File: config.mk
export PLATFORM = sky130hd
export DESIGN_NAME = earliest_deadline_timer_queue_flat
export DESIGN_NICKNAME = d
export VERILOG_FILES = /design/src/hw/rtl/edtq_pkg.sv /design/src/hw/rtl/edtq_ifs.sv /design/src/hw/rtl/earliest_deadline_timer_queue.sv /design/src/hw/rtl/edtq_front.sv /design/src/hw/rtl/edtq_engine.sv /design/src/flat_wrapper.sv
export SDC_FILE = /design/constraint.sdc
export NUM_CORES = 2
export LEC_CHECK = 0
export BUFFER_PORTS_ARGS = -buffer_cell sky130_fd_sc_hd__buf_4
export CAP_MARGIN = 20
export CORE_MARGIN = 2
export CORE_UTILIZATION = 63
export CTS_BUF_LIST = sky130_fd_sc_hd__clkbuf_16
export CTS_CLUSTER_SIZE = 16
export DETAILED_ROUTE_END_ITERATION = 12
export GPL_ROUTABILITY_DRIVEN = 1
export PLACE_DENSITY = 0.8
export SETUP_SLACK_MARGIN = 0.15
export SLEW_MARGIN = 0
export SYNTH_ARGS = -nofsm -noshare
export SYNTH_HDL_FRONTEND = slang
export SYNTH_SLANG_ARGS = --single-unit
File: constraint.sdc
create_clock -name clock -period 9.1 [get_ports clock]
set_input_delay 1.365 -clock clock [delete_from_list [all_inputs] [get_ports clock]]
set_output_delay 1.365 -clock clock [all_outputs]
set_load 0.1 [all_outputs]
File: src/hw/rtl/edtq_pkg.sv
// ----------------------------------------------------------------------------
// edtq_pkg: shared types and constants of the earliest-deadline timer queue
// Holds the action codes, the classified command, the result beat and the
// saturation helper for the pending count.
// ----------------------------------------------------------------------------
package edtq_pkg;

   localparam int ACTION_W   = 2;
   localparam int DELAY_W    = 31;
   localparam int TIME_W     = 32;
   localparam int ID_W       = 32;
   localparam int PENDING_W  = 5;
   localparam int MAX_FIRE   = 16;
   localparam int FIRE_CNT_W = $clog2(MAX_FIRE + 1);
   localparam int WIDE_CNT_W = 9;   // holds a slot count up to 256

   // action codes as they arrive on the request channel
   typedef enum logic [ACTION_W-1:0] {
      ACT_TICK   = 2'd0,
      ACT_SCHED  = 2'd1,
      ACT_CANCEL = 2'd2,
      ACT_STOP   = 2'd3
   } action_type;

   // classified command, one-hot
   typedef enum logic [3:0] {
      OP_TICK   = 4'b0001,
      OP_SCHED  = 4'b0010,
      OP_CANCEL = 4'b0100,
      OP_STOP   = 4'b1000
   } op_type;

   typedef struct packed {
      op_type             op;
      logic [DELAY_W-1:0] delay;
   } cmd_type;

   typedef struct packed {
      logic                 fired;
      logic [ID_W-1:0]      timer_id;
      logic                 accepted;
      logic [PENDING_W-1:0] pending_total;
      logic                 last;
   } rsp_type;

   function automatic logic [PENDING_W-1:0] sat_pending(input logic [WIDE_CNT_W-1:0] n);
      logic [PENDING_W-1:0] r;
      if (n > WIDE_CNT_W'(31)) begin
         r = PENDING_W'(31);
      end else begin
         r = n[PENDING_W-1:0];
      end
      return r;
   endfunction

endpackage

File: src/hw/rtl/edtq_ifs.sv
// ----------------------------------------------------------------------------
// edtq channel interfaces
// Request and response channels with valid/ready handshake and payload.
// ----------------------------------------------------------------------------
interface edtq_req_if import edtq_pkg::*; ();
   logic                valid;
   logic                ready;
   logic [ACTION_W-1:0] action;
   logic [DELAY_W-1:0]  delay_ticks;

   modport source (output valid, output action, output delay_ticks, input ready);
   modport sink   (input valid, input action, input delay_ticks, output ready);
endinterface

interface edtq_rsp_if import edtq_pkg::*; ();
   logic                 valid;
   logic                 ready;
   logic                 fired;
   logic [ID_W-1:0]      timer_id;
   logic                 accepted;
   logic [PENDING_W-1:0] pending_total;
   logic                 last;

   modport source (output valid, output fired, output timer_id, output accepted,
                   output pending_total, output last, input ready);
   modport sink   (input valid, input fired, input timer_id, input accepted,
                   input pending_total, input last, output ready);
endinterface

File: src/hw/rtl/earliest_deadline_timer_queue.sv
// ----------------------------------------------------------------------------
// earliest_deadline_timer_queue: fixed-slot timer queue, earliest deadline out
// Schedules timers, advances time on tick beats and fires due timers in
// deadline order, oldest id first on equal deadlines.
// ----------------------------------------------------------------------------
// Usage:
//   req_bus carries one beat per command: action (tick, schedule, cancel all,
//   stop) and delay_ticks for schedule. rsp_bus returns the result beats:
//   one per fired timer for a tick (none when nothing is due), and exactly
//   one for schedule, cancel all and stop. The final beat of a command has
//   last set.
//   A two-entry command queue sits in front of the engine, so req_bus keeps
//   taking beats until full, while the engine works and while a result beat waits.
//   Steps per command (a scan pass streams the slot memory through its read port):
//     cancel all / stop : decode, then response register
//     schedule          : decode, then a walk to the lowest free slot unless
//                         refused, then response register
//     tick              : a scan pass per fired timer, up to 16, then one more
//                         pass that finds none unless 16 have fired
//   Reset clears all valid bits, time, sequence and the stop flag; slot memory
//   contents are not cleared. When the rsp_bus receiver stalls, the result beat
//   holds in the response register and the engine holds with at most one more
//   beat staged behind it.
// ----------------------------------------------------------------------------
module earliest_deadline_timer_queue import edtq_pkg::*; #(
   parameter int SLOTS = 16
) (
   input  logic       clock,
   input  logic       reset,
   edtq_req_if.sink   req_bus,
   edtq_rsp_if.source rsp_bus
);

   // command handoff between intake and engine
   logic    cmd_valid;
   cmd_type cmd;
   logic    cmd_pop;

   // accept, classify and queue request beats
   edtq_front u_front (
      .clock     (clock),
      .reset     (reset),
      .req       (req_bus),
      .cmd_valid (cmd_valid),
      .cmd       (cmd),
      .cmd_pop   (cmd_pop)
   );

   // run commands against the timer table and drive result beats
   edtq_engine #(
      .SLOTS (SLOTS)
   ) u_engine (
      .clock     (clock),
      .reset     (reset),
      .cmd_valid (cmd_valid),
      .cmd       (cmd),
      .cmd_pop   (cmd_pop),
      .rsp       (rsp_bus)
   );

endmodule

File: src/hw/rtl/edtq_front.sv
// ----------------------------------------------------------------------------
// edtq_front: request intake
// Accepts request beats, classifies the action into a one-hot command and
// holds it in a two-entry queue for the engine.
// ----------------------------------------------------------------------------
module edtq_front import edtq_pkg::*; (
   input  logic     clock,
   input  logic     reset,
   edtq_req_if.sink req,
   output logic     cmd_valid,
   output cmd_type  cmd,
   input  logic     cmd_pop
);

   cmd_type    queue_ff [2];
   logic       wr_ptr_ff;
   logic       rd_ptr_ff;
   logic [1:0] count_ff;
   logic [1:0] count_in;
   logic       push;
   cmd_type    push_cmd;

   function automatic op_type classify(input logic [ACTION_W-1:0] code);
      op_type op;
      unique case (action_type'(code))
         ACT_TICK:   op = OP_TICK;
         ACT_SCHED:  op = OP_SCHED;
         ACT_CANCEL: op = OP_CANCEL;
         ACT_STOP:   op = OP_STOP;
         default:    op = OP_TICK;
      endcase
      return op;
   endfunction

   assign req.ready = (count_ff != 2'd2);
   assign push      = req.valid && req.ready;
   assign cmd_valid = (count_ff != 2'd0);
   assign cmd       = queue_ff[rd_ptr_ff];

   always_comb begin
      push_cmd.op    = classify(req.action);
      push_cmd.delay = req.delay_ticks;
      count_in       = count_ff;
      if (push && !cmd_pop) begin
         count_in = count_ff + 2'd1;
      end else if (!push && cmd_pop) begin
         count_in = count_ff - 2'd1;
      end
   end

   always_ff @(posedge clock) begin
      if (push) begin
         queue_ff[wr_ptr_ff] <= push_cmd;
      end
   end

   always_ff @(posedge clock) begin
      if (reset) begin
         wr_ptr_ff <= 1'b0;
         rd_ptr_ff <= 1'b0;
         count_ff  <= 2'd0;
      end else begin
         count_ff <= count_in;
         if (push) begin
            wr_ptr_ff <= ~wr_ptr_ff;
         end
         if (cmd_pop) begin
            rd_ptr_ff <= ~rd_ptr_ff;
         end
      end
   end

endmodule

File: src/hw/rtl/edtq_engine.sv
// ----------------------------------------------------------------------------
// edtq_engine: timer table and firing engine
// Runs one command at a time: stores timers, scans the slot memory for the
// earliest due deadline, clears slots and drives the response register.
// ----------------------------------------------------------------------------
module edtq_engine import edtq_pkg::*; #(
   parameter int SLOTS = 16
) (
   input  logic       clock,
   input  logic       reset,
   input  logic       cmd_valid,
   input  cmd_type    cmd,
   output logic       cmd_pop,
   edtq_rsp_if.source rsp
);

   localparam int IDX_W = (SLOTS > 1) ? $clog2(SLOTS) : 1;
   localparam int CNT_W = $clog2(SLOTS + 1);
   localparam logic [IDX_W-1:0] LAST_IDX = IDX_W'(SLOTS - 1);
   localparam logic [CNT_W-1:0] FULL_CNT = CNT_W'(SLOTS);

   typedef enum logic [4:0] {
      S_IDLE  = 5'b00001,
      S_FREE  = 5'b00010,
      S_SCAN  = 5'b00100,
      S_FIRE  = 5'b01000,
      S_FLUSH = 5'b10000
   } state_type;

   state_type          state_ff, state_in;
   logic [SLOTS-1:0]   slot_valid_ff, slot_valid_in;
   logic [CNT_W-1:0]   cnt_ff, cnt_in;
   logic [TIME_W-1:0]  time_ff, time_in;
   logic [ID_W-1:0]    nseq_ff, nseq_in;
   logic               halted_ff, halted_in;
   logic [ID_W-1:0]    sched_id_ff, sched_id_in;
   logic [DELAY_W-1:0] delay_ff, delay_in;
   logic [IDX_W-1:0]   free_idx_ff, free_idx_in;
   logic [FIRE_CNT_W-1:0] fire_cnt_ff, fire_cnt_in;
   logic               held_valid_ff, held_valid_in;
   rsp_type            held_ff, held_in;

   // slot memory: deadline in the upper half, id in the lower half
   logic [TIME_W+ID_W-1:0] slot_mem [SLOTS];
   logic [TIME_W+ID_W-1:0] rd_data_ff;
   logic                   mem_we;
   logic [TIME_W-1:0]      rd_deadline;
   logic [ID_W-1:0]        rd_id;
   logic [TIME_W-1:0]      rd_diff;

   // scan pipeline
   logic               scan_start;
   logic               issuing_ff;
   logic [IDX_W-1:0]   scan_addr_ff;
   logic               s1_v_ff;
   logic [IDX_W-1:0]   s1_idx_ff;
   logic               s2_v_ff;
   logic [IDX_W-1:0]   s2_idx_ff;
   logic               s2_due_ff;
   logic [TIME_W-1:0]  s2_late_ff;
   logic [ID_W-1:0]    s2_age_ff;
   logic [ID_W-1:0]    s2_id_ff;
   logic               found_ff;
   logic [IDX_W-1:0]   best_idx_ff;
   logic [TIME_W-1:0]  best_late_ff;
   logic [ID_W-1:0]    best_age_ff;
   logic [ID_W-1:0]    best_id_ff;
   logic               better;
   logic               scan_done;

   // response register
   logic               out_valid_ff;
   rsp_type            out_ff;
   logic               out_free;
   logic               emit;
   rsp_type            emit_data;

   assign out_free  = !out_valid_ff || rsp.ready;
   assign scan_done = s2_v_ff && (s2_idx_ff == LAST_IDX);

   assign rd_deadline = rd_data_ff[TIME_W+ID_W-1:ID_W];
   assign rd_id       = rd_data_ff[ID_W-1:0];
   assign rd_diff     = rd_deadline - time_ff;

   assign better = !found_ff || (s2_late_ff > best_late_ff) ||
                   ((s2_late_ff == best_late_ff) && (s2_age_ff > best_age_ff));

   always_comb begin
      state_in      = state_ff;
      slot_valid_in = slot_valid_ff;
      cnt_in        = cnt_ff;
      time_in       = time_ff;
      nseq_in       = nseq_ff;
      halted_in     = halted_ff;
      sched_id_in   = sched_id_ff;
      delay_in      = delay_ff;
      free_idx_in   = free_idx_ff;
      fire_cnt_in   = fire_cnt_ff;
      held_valid_in = held_valid_ff;
      held_in       = held_ff;
      cmd_pop       = 1'b0;
      scan_start    = 1'b0;
      mem_we        = 1'b0;
      emit          = 1'b0;
      emit_data     = held_ff;

      unique case (state_ff)
         S_IDLE: begin
            if (cmd_valid) begin
               cmd_pop = 1'b1;
               unique case (cmd.op) inside
                  OP_TICK: begin
                     time_in       = time_ff + TIME_W'(1);
                     fire_cnt_in   = '0;
                     held_valid_in = 1'b0;
                     scan_start    = 1'b1;
                     state_in      = S_SCAN;
                  end
                  OP_SCHED: begin
                     nseq_in     = nseq_ff + ID_W'(1);
                     sched_id_in = nseq_ff;
                     delay_in    = cmd.delay;
                     if (halted_ff || (cnt_ff == FULL_CNT)) begin
                        held_in.fired         = 1'b0;
                        held_in.timer_id      = '0;
                        held_in.accepted      = 1'b0;
                        held_in.pending_total = sat_pending(WIDE_CNT_W'(cnt_ff));
                        held_in.last          = 1'b1;
                        state_in              = S_FLUSH;
                     end else begin
                        free_idx_in = '0;
                        state_in    = S_FREE;
                     end
                  end
                  OP_CANCEL, OP_STOP: begin
                     slot_valid_in = '0;
                     cnt_in        = '0;
                     if (cmd.op == OP_STOP) begin
                        halted_in = 1'b1;
                     end
                     held_in      = '0;
                     held_in.last = 1'b1;
                     state_in     = S_FLUSH;
                  end
                  default: begin
                     state_in = S_IDLE;
                  end
               endcase
            end
         end
         S_FREE: begin
            // walk up to the lowest free slot; one exists since the table is not full
            if (!slot_valid_ff[free_idx_ff]) begin
               mem_we                     = 1'b1;
               slot_valid_in[free_idx_ff] = 1'b1;
               cnt_in                     = cnt_ff + CNT_W'(1);
               held_in.fired              = 1'b0;
               held_in.timer_id           = sched_id_ff;
               held_in.accepted           = 1'b1;
               held_in.pending_total      = sat_pending(WIDE_CNT_W'(cnt_ff + CNT_W'(1)));
               held_in.last               = 1'b1;
               state_in                   = S_FLUSH;
            end else begin
               free_idx_in = free_idx_ff + IDX_W'(1);
            end
         end
         S_SCAN: begin
            if (scan_done) begin
               state_in = S_FIRE;
            end
         end
         S_FIRE: begin
            if (found_ff) begin
               if (!held_valid_ff || out_free) begin
                  // an earlier firing is known not to be the final one now
                  if (held_valid_ff) begin
                     emit           = 1'b1;
                     emit_data.last = 1'b0;
                  end
                  slot_valid_in[best_idx_ff] = 1'b0;
                  cnt_in                     = cnt_ff - CNT_W'(1);
                  held_in.fired              = 1'b1;
                  held_in.timer_id           = best_id_ff;
                  held_in.accepted           = 1'b0;
                  held_in.pending_total      = sat_pending(WIDE_CNT_W'(cnt_ff - CNT_W'(1)));
                  held_in.last               = 1'b0;
                  held_valid_in              = 1'b1;
                  fire_cnt_in                = fire_cnt_ff + FIRE_CNT_W'(1);
                  if (fire_cnt_ff == FIRE_CNT_W'(MAX_FIRE - 1)) begin
                     state_in = S_FLUSH;
                  end else begin
                     scan_start = 1'b1;
                     state_in   = S_SCAN;
                  end
               end
            end else if (held_valid_ff) begin
               state_in = S_FLUSH;
            end else begin
               state_in = S_IDLE;
            end
         end
         S_FLUSH: begin
            if (out_free) begin
               emit           = 1'b1;
               emit_data.last = 1'b1;
               held_valid_in  = 1'b0;
               state_in       = S_IDLE;
            end
         end
         default: begin
            state_in = S_IDLE;
         end
      endcase
   end

   // slot memory: one write port, one registered read port
   always_ff @(posedge clock) begin
      if (mem_we) begin
         slot_mem[free_idx_ff] <= {time_ff + TIME_W'(delay_ff), sched_id_ff};
      end
      rd_data_ff <= slot_mem[scan_addr_ff];
   end

   // scan datapath
   always_ff @(posedge clock) begin
      s1_idx_ff  <= scan_addr_ff;
      s2_idx_ff  <= s1_idx_ff;
      s2_due_ff  <= slot_valid_ff[s1_idx_ff] && ((rd_diff == '0) || rd_diff[TIME_W-1]);
      s2_late_ff <= time_ff - rd_deadline;
      s2_age_ff  <= nseq_ff - rd_id;
      s2_id_ff   <= rd_id;
      if (s2_v_ff && s2_due_ff && better) begin
         best_idx_ff  <= s2_idx_ff;
         best_late_ff <= s2_late_ff;
         best_age_ff  <= s2_age_ff;
         best_id_ff   <= s2_id_ff;
      end
   end

   always_ff @(posedge clock) begin
      if (reset) begin
         issuing_ff   <= 1'b0;
         scan_addr_ff <= '0;
         s1_v_ff      <= 1'b0;
         s2_v_ff      <= 1'b0;
         found_ff     <= 1'b0;
      end else begin
         s1_v_ff <= issuing_ff;
         s2_v_ff <= s1_v_ff;
         if (scan_start) begin
            issuing_ff   <= 1'b1;
            scan_addr_ff <= '0;
            found_ff     <= 1'b0;
         end else begin
            if (issuing_ff) begin
               if (scan_addr_ff == LAST_IDX) begin
                  issuing_ff <= 1'b0;
               end else begin
                  scan_addr_ff <= scan_addr_ff + IDX_W'(1);
               end
            end
            if (s2_v_ff && s2_due_ff) begin
               found_ff <= 1'b1;
            end
         end
      end
   end

   // control state
   always_ff @(posedge clock) begin
      if (reset) begin
         state_ff      <= S_IDLE;
         slot_valid_ff <= '0;
         cnt_ff        <= '0;
         time_ff       <= '0;
         nseq_ff       <= '0;
         halted_ff     <= 1'b0;
         fire_cnt_ff   <= '0;
         held_valid_ff <= 1'b0;
      end else begin
         state_ff      <= state_in;
         slot_valid_ff <= slot_valid_in;
         cnt_ff        <= cnt_in;
         time_ff       <= time_in;
         nseq_ff       <= nseq_in;
         halted_ff     <= halted_in;
         fire_cnt_ff   <= fire_cnt_in;
         held_valid_ff <= held_valid_in;
      end
   end

   always_ff @(posedge clock) begin
      sched_id_ff <= sched_id_in;
      delay_ff    <= delay_in;
      free_idx_ff <= free_idx_in;
      held_ff     <= held_in;
   end

   // response register
   always_ff @(posedge clock) begin
      if (reset) begin
         out_valid_ff <= 1'b0;
      end else if (emit) begin
         out_valid_ff <= 1'b1;
      end else if (rsp.ready) begin
         out_valid_ff <= 1'b0;
      end
   end

   always_ff @(posedge clock) begin
      if (emit) begin
         out_ff <= emit_data;
      end
   end

   assign rsp.valid         = out_valid_ff;
   assign rsp.fired         = out_ff.fired;
   assign rsp.timer_id      = out_ff.timer_id;
   assign rsp.accepted      = out_ff.accepted;
   assign rsp.pending_total = out_ff.pending_total;
   assign rsp.last          = out_ff.last;

endmodule

File: src/flat_wrapper.sv
// flat-port wrapper written by rule: the top's interface ports become plain ports
module earliest_deadline_timer_queue_flat import edtq_pkg::*;
#(
   parameter int SLOTS = 16
)
  (clock, reset, req_bus_valid, req_bus_action, req_bus_delay_ticks, req_bus_ready, rsp_bus_valid, rsp_bus_fired, rsp_bus_timer_id, rsp_bus_accepted, rsp_bus_pending_total, rsp_bus_last, rsp_bus_ready);
  edtq_req_if req_bus_i ();
  edtq_rsp_if rsp_bus_i ();
  input  logic clock;
  input  logic reset;
  input wire logic [$bits(req_bus_i.valid)-1:0] req_bus_valid;
  input wire logic [$bits(req_bus_i.action)-1:0] req_bus_action;
  input wire logic [$bits(req_bus_i.delay_ticks)-1:0] req_bus_delay_ticks;
  output wire logic [$bits(req_bus_i.ready)-1:0] req_bus_ready;
  output wire logic [$bits(rsp_bus_i.valid)-1:0] rsp_bus_valid;
  output wire logic [$bits(rsp_bus_i.fired)-1:0] rsp_bus_fired;
  output wire logic [$bits(rsp_bus_i.timer_id)-1:0] rsp_bus_timer_id;
  output wire logic [$bits(rsp_bus_i.accepted)-1:0] rsp_bus_accepted;
  output wire logic [$bits(rsp_bus_i.pending_total)-1:0] rsp_bus_pending_total;
  output wire logic [$bits(rsp_bus_i.last)-1:0] rsp_bus_last;
  input wire logic [$bits(rsp_bus_i.ready)-1:0] rsp_bus_ready;
  assign req_bus_i.valid = req_bus_valid;
  assign req_bus_i.action = req_bus_action;
  assign req_bus_i.delay_ticks = req_bus_delay_ticks;
  assign req_bus_ready = req_bus_i.ready;
  assign rsp_bus_valid = rsp_bus_i.valid;
  assign rsp_bus_fired = rsp_bus_i.fired;
  assign rsp_bus_timer_id = rsp_bus_i.timer_id;
  assign rsp_bus_accepted = rsp_bus_i.accepted;
  assign rsp_bus_pending_total = rsp_bus_i.pending_total;
  assign rsp_bus_last = rsp_bus_i.last;
  assign rsp_bus_i.ready = rsp_bus_ready;
  earliest_deadline_timer_queue #(.SLOTS(SLOTS)) u_core (.clock(clock), .reset(reset), .req_bus(req_bus_i), .rsp_bus(rsp_bus_i));
endmodule
# After elaboration in Yosys (flattened, before gate mapping)
# Memory sizes are Yosys's and may differ from the RTL's. A register that Yosys moved wholly into a read port is not among the register bits.
# Cells that the tools add are included.
classes:
  eq_ne: 32
  n_reduce_logical: 42
  n_addsub: 15
  n_lt_le_gt_ge: 9
  bitwise_logic: 6
  n_mux: 90
ops:
  columns: ["cell", "n"]
  rows:
  - ["$mux 40", 5]
  - ["$pmux 40 s3", 1]
  - ["$mux 5", 20]
  - ["$sub 32x32->32", 3]
  - ["$mux 16", 5]
  - ["$pmux 40 s2", 1]
  - ["$add 32x1->32 const B", 2]
  - ["$gt 32x32->1", 2]
  - ["$pmux 16 s3", 1]
  - ["$mux 1", 37]
  - ["$add 32x31->32", 1]
  - ["$eq 32x32->1", 1]
  - ["$logic_not 32->1", 1]
  - ["$pmux 5 s3", 2]
  - ["$pmux 5 s5", 1]
  - ["$ne 2x2->1 const B", 10]
  - ["$and 16x16->16", 1]
  - ["$mux 4", 4]
  - ["$not 16->16", 1]
  - ["$or 16x16->16", 1]
  - ["$pmux 4 s4", 1]
  - ["$lt 4x5->1 const B", 3]
  - ["$reduce_and 5->1", 3]
  - ["$eq 4x4->1 const B", 3]
  - ["other kinds (43)", 84]
totals:
  mem_bits_rw: 1094
  input_bits: 37
  n_memories: 2
  register_bits: 462
mem_list:
  columns: ["name", "words", "word_bits", "read_ports", "rd_clocked_by_memory_dff", "write_ports", "line", "rtl"]
  rows:
  - ["u_core.u_engine.slot_mem", 16, 64, 1, 1, 1, "edtq_engine.sv:44", "logic [TIME_W+ID_W-1:0] slot_mem [SLOTS];"]
  - ["u_core.u_front.queue_ff", 2, 35, 1, 1, 1, "edtq_front.sv:15", "cmd_type queue_ff [2];"]

# Longest topological paths before layout
logic_depth:
  word_depth: 9
  depth_mapped: 13

# Cells and area by module
# Synthesis repeated with hierarchy kept, for this count alone.
hier_totals:
  hier_cells: 3898
  hier_area_um2: 65793.1
by_module_without_submodules:
  columns: ["mod", "n_inst", "area_per_inst_um2", "seq_area_each_um2", "cells_per_inst"]
  rows:
  - ["edtq_engine", 1, 63017.9, 43671.9, 3761]
  - ["edtq_front", 1, 2775.2, 2202.1, 137]

# Worst setup path after synthesis
# Ideal clock, no wire load.
synth_timing:
  path_type: "flip-flop to flip-flop"
  startpoint: "register u_core.u_engine.best_age_ff[17]"
  endpoint: "register u_core.u_engine.best_age_ff[0], enable pin"
  period_less_slack_ns: 7.430
  path_slack_ns: 1.670
  required_ns: 8.482
  t_arrival_ns: 6.812
  path_stages_with_launch: 12
  setup_time_ns: 0.618
  path_cell_list: "edfxtp_1 > inv_1 > ha_1 > a21oi_1 > nor2b_1 > o21ai_0 > nand2b_1 > a21oi_1 > nor2b_1 > o211ai_1 > a211o_1 > a31oi_1"
synth_via:
  elab_chain_len: 4
synth_rtl:
  columns: ["item", "line", "rtl"]
  rows:
  - ["start: declaration", "edtq_engine.sv:66", "logic [ID_W-1:0] best_age_ff;"]
  - ["start signal: assignment", "edtq_engine.sv:235", "best_age_ff <= s2_age_ff;"]
  - ["$gt 32x32->1", "edtq_engine.sv:86", "((s2_late_ff == best_late_ff) && (s2_age_ff > best_age_ff));"]
  - ["$logic_and 1x1->1", "edtq_engine.sv:86", null]
  - ["$logic_or 1x1->1", "edtq_engine.sv:85", "assign better = !found_ff || (s2_late_ff > best_late_ff) ||"]
  - ["$logic_and 1x1->1", "edtq_engine.sv:232", "if (s2_v_ff && s2_due_ff && better) begin"]
# No other way between the ends.
# A chain may end at the register's enable or synchronous reset.

# Final worst setup path
layout_timing:
  startpoint: "register u_core.u_engine.delay_ff[3]"
  endpoint: "memory u_core.u_engine.slot_mem[9][63] (netlist bit) (data pin)"
layout_via:
  elab_chain_len: 1
layout_rtl:
  columns: ["item", "line", "rtl"]
  rows:
  - ["start: declaration", "edtq_engine.sv:37", "logic [DELAY_W-1:0] delay_ff, delay_in;"]
  - ["start signal: assignment", "edtq_engine.sv:294", "delay_ff <= delay_in;"]
  - ["$add 32x31->32", "edtq_engine.sv:219", "slot_mem[free_idx_ff] <= {time_ff + TIME_W'(delay_ff), sched_id_ff};"]
  - ["end: declaration", "edtq_engine.sv:44", null]
# No other way between the ends.

==> metrics.cfg <==
[power_and_ir_drop]
p_int_mw=12.3
swShare_pct=21.9
p_comb_share_pct=6.3
p_seq_share_pct=53.5
leakage_nw=25.1
switchingPower_mw=3.45
p_clk_share_pct=40.3
vdd_drop_max_mv=0.214
power_density_nw_per_um2=215
power_mw=15.7

[worst_setup_path]
critical_path.max_stage_delay_ps=770
critPathMaxFanout=16
arrival_ps=4840
r2r_end=u_core.u_engine.slot_mem[9][63]
cp.required_ps=9520
reg2reg_slack_ps=4680
critical_path_class=flip-flop to flip-flop
slowest_stage=o311ai_0
cp-end-kind=flip-flop
path_cells=ha_1 -> a21oi_1 -> nor2b_1 -> o31ai_1 -> a211oi_1 -> o311ai_0 -> a31oi_1 -> and2_1 -> nand4_1 -> nand2_1 -> xor2_1
r2r_cells=11
critPathLaunchType=flip-flop
r2r-start=u_core.u_engine.delay_ff[3]

[global_routing]
grtUsageMet2_pct=44.8
grt_overflow=0
top_usage_layer=met2
grtUsageMet1_pct=41.5
grt_util_met3_pct=4.61
grt_pass1_wl_um=226000
grtUsageTotal_pct=28.6
antenna_found_initial=2
grt_max_degree=120
grt_pass1_vias=35849

[routing]
drc=0
drt-initial-drc-count=4324
avgViaCountPerCell=6.50
totalWireLength_um=152000
num_vias=36132
wl_per_cell_um=27.3
antenna_left=0
dr.pass1.iters=5

[hold_path]
min_to=u_core.u_engine.s2_id_ff[13]
min_from=u_core.u_engine.rd_data_ff[13]
hold_class=flip-flop to flip-flop
hold_depth=0

[sta]
final-hold-violation-count=0
rsz0062_at_grt=false
finalSetupTns_ps=0
fmax_mhz=226
relSlewSlack_pct=21.7
finalClockSkew_ps=26.6
report.final.slew_viol_count=0
post-route-period-util_pct=48.6
finalSetupViolations=0
tightest_slew_ps=1170
timing.hold.ws_ps=362
min_period_ps=4420

[logic_synthesis]
postSynth.asyncResetShare_pct=0
synth_area_um2=65700
synth.distinct_cells=79
netlist_top_cells_area=edfxtp_1, mux4_2, dfxtp_1, ha_1, a21oi_1
synth_seq_area_share_pct=69.8
synth_xor_xnor_area_share_pct=2.17
yosys.area.top_type=edfxtp_1
ys_warn_count=0
netlist.area_leader.share_pct=61.3
synthAdderAreaFrac_pct=4.01
synth-seq-cells=1621
syn_nets=4143
syn_inst=3898
synth_edf_count=1341
synth_top_family_by_area=multiplexers
syn_avg_cell_area_um2=16.9
synth_mux_area_share_pct=12.0
dominantRegCellSynth=edfxtp_1
synth_compound_area_share_pct=5.32
yosys.area_share.simple_pct=4.63

[place]
place.gp.congestion=0.941
io_buffers=78
dp_hpwl_um=85500

[clock_tree]
cts_tree=yes
htreeDepth=4
postCtsSetupBuffers=0
ctsHoldBuffers=0
clock_path_buffers=3
clkSinkCount=1621
clkTransAtPathRegs_ps=70
cts_buffers=151
clock-root-buffer=clkbuf_16
insertion_delay_ps=760
ctsResizeCount=0

[finish]
layout_commonest_cell=edfxtp_1
n_antenna_cell=0
syn2layout_area_growth_pct=11.2
layout-drive-gt1-share_pct=18.7
fillers=6184
final_nets=4299
final_cell_mix=edfxtp_1, mux4_2, dfxtp_1

[floorplan]
start_util_pct=63.5
die_area_um2=107000
core.rowCount=118
die_x_um=327
pin_count=79
dieHeight_um=327
core_um2=103000

[outcome]
status=finished, final reports clean

[run]
drv_cap=0

## synth_stat cells, types with 7 or more instances
cell type  number
a211oi_1       11
dfxtp_1       280
nand3_1        52
nand2_1       121
or2_2           7
ha_1          204
and3_1         27
and2_1          9
nor4_1         13
a21oi_1       201
o21bai_1       15
mux4_2        330
xor2_1         59
a31oi_1        29
edfxtp_1     1341
nand4_1        44
o21ai_0       105
o21a_1         24
nor2b_1        36
nor3_1         30
a22o_1         33
clkbuf_1       91
nand2b_1       21
or4_1           7
buf_1          41
xnor2_1       104
o31ai_1        10
a21o_1         52
nor2_1        202
mux2_2         34
nor3b_1        13
inv_1         221
or3_1          22
o211ai_1        7
buf_2           8
## critical path: cells and delay by family (launching register included)
family	cells	cell delay [ps]
compound gates	5	2090
fa+ha+maj	1	370
flops	1	380
simple gates	4	540
xor+xnor	1	710
## layout make-up
class / count / area (um2) / area share [%]
Sequential cell: 1621 / 45900 / 62.8
Multi-Input combinational cell: 1913 / 18500 / 25.4
Clock buffer: 156 / 3900 / 5.34
Tap cell: 1380 / 1730 / 2.36
Timing Repair Buffer: 145 / 1130 / 1.55
Clock inverter: 123 / 1060 / 1.45
Inverter: 222 / 848 / 1.16
## per-layer routing
metal	vias up	part of all wire, %
met5	-	0
met4	0	3.1
met3	289	9.1
met2	1971	48
met1	18374	40
li1	15498	-
## how the worst max path moves through the flow
| stage | slack [ps] | startpoint | to |
|---|---|---|---|
| final | 4680 | u_core.u_engine.delay_ff[3] | u_core.u_engine.slot_mem[9][63] |
| after global placement | 4870 | u_core.u_engine.free_idx_ff[0] | u_core.u_engine.slot_mem[13][57] |
| after global routing | 4220 | u_core.u_engine.time_ff[1] | u_core.u_engine.slot_mem[5][63] |
| after detailed placement | 4770 | u_core.u_engine.time_ff[0] | u_core.u_engine.slot_mem[4][60] |
| after CTS | 4740 | u_core.u_engine.time_ff[0] | u_core.u_engine.slot_mem[8][60] |
| after floorplan | 1670 | u_core.u_engine.best_age_ff[17] | u_core.u_engine.best_age_ff[0] |
## kinds of logic (layout without fill, tap and decap cells)
kind of cell	Yosys count	in the layout
AO/OA/AOI/OAI	552	552
XOR/XNOR	163	163
adder cells (fa/ha/maj)	208	208
buffers and inverters	364	646
flip-flops	1621	1621
multiplexers	369	369
AND/OR/NAND/NOR	621	621
## metrics by stage
stage               area (um2)  worst slack (ps)  instances  utilization (%)
detailed placement       68000              4770       5264             65.7
global route             73100              4220       5560             70.6
floorplan                65700              1670       3898                -
finish                   73100              4680       5560             70.6
global placement         67900              4870       5256             65.6
CTS                      72900              4740       5543             70.5
## state kept, by name, summed over array words and instances (netlist names), 16 cells and up, named ones only
| signal | count |
|---|---|
| u_core.u_front.queue_ff | 70 |
| u_core.u_engine.best_age_ff | 32 |
| u_core.u_engine.time_ff | 32 |
| u_core.u_engine.delay_ff | 31 |
| u_core.u_engine.rsp.timer_id | 32 |
| u_core.u_engine.nseq_ff | 32 |
| u_core.u_engine.slot_valid_ff | 16 |
| u_core.u_engine.s2_id_ff | 32 |
| u_core.u_engine.s2_age_ff | 32 |
| u_core.u_engine.slot_mem | 1024 |
| u_core.u_engine.emit_data | 39 |
| u_core.u_engine.best_id_ff | 32 |
| u_core.u_engine.sched_id_ff | 32 |
| u_core.u_engine.best_late_ff | 32 |
| u_core.u_engine.rd_data_ff | 64 |
| u_core.u_engine.s2_late_ff | 32 |
## power by group through the flow
| stage | registers (mW) | clock network, mW | logic [mW] |
|---|---|---|---|
| 4_1_cts | 8.39 | 6.39 | 0.973 |
| 6_report | 8.39 | 6.32 | 0.983 |
| 3_5_place_dp | 8.55 | 0 | 0.952 |
| 3_3_place_gp | 8.54 | 0 | 0.933 |
| 5_1_grt | 8.41 | 6.64 | 1.06 |
| 2_1_floorplan | 8.51 | 0 | 0.684 |
(Power assumes the default switching activity.)
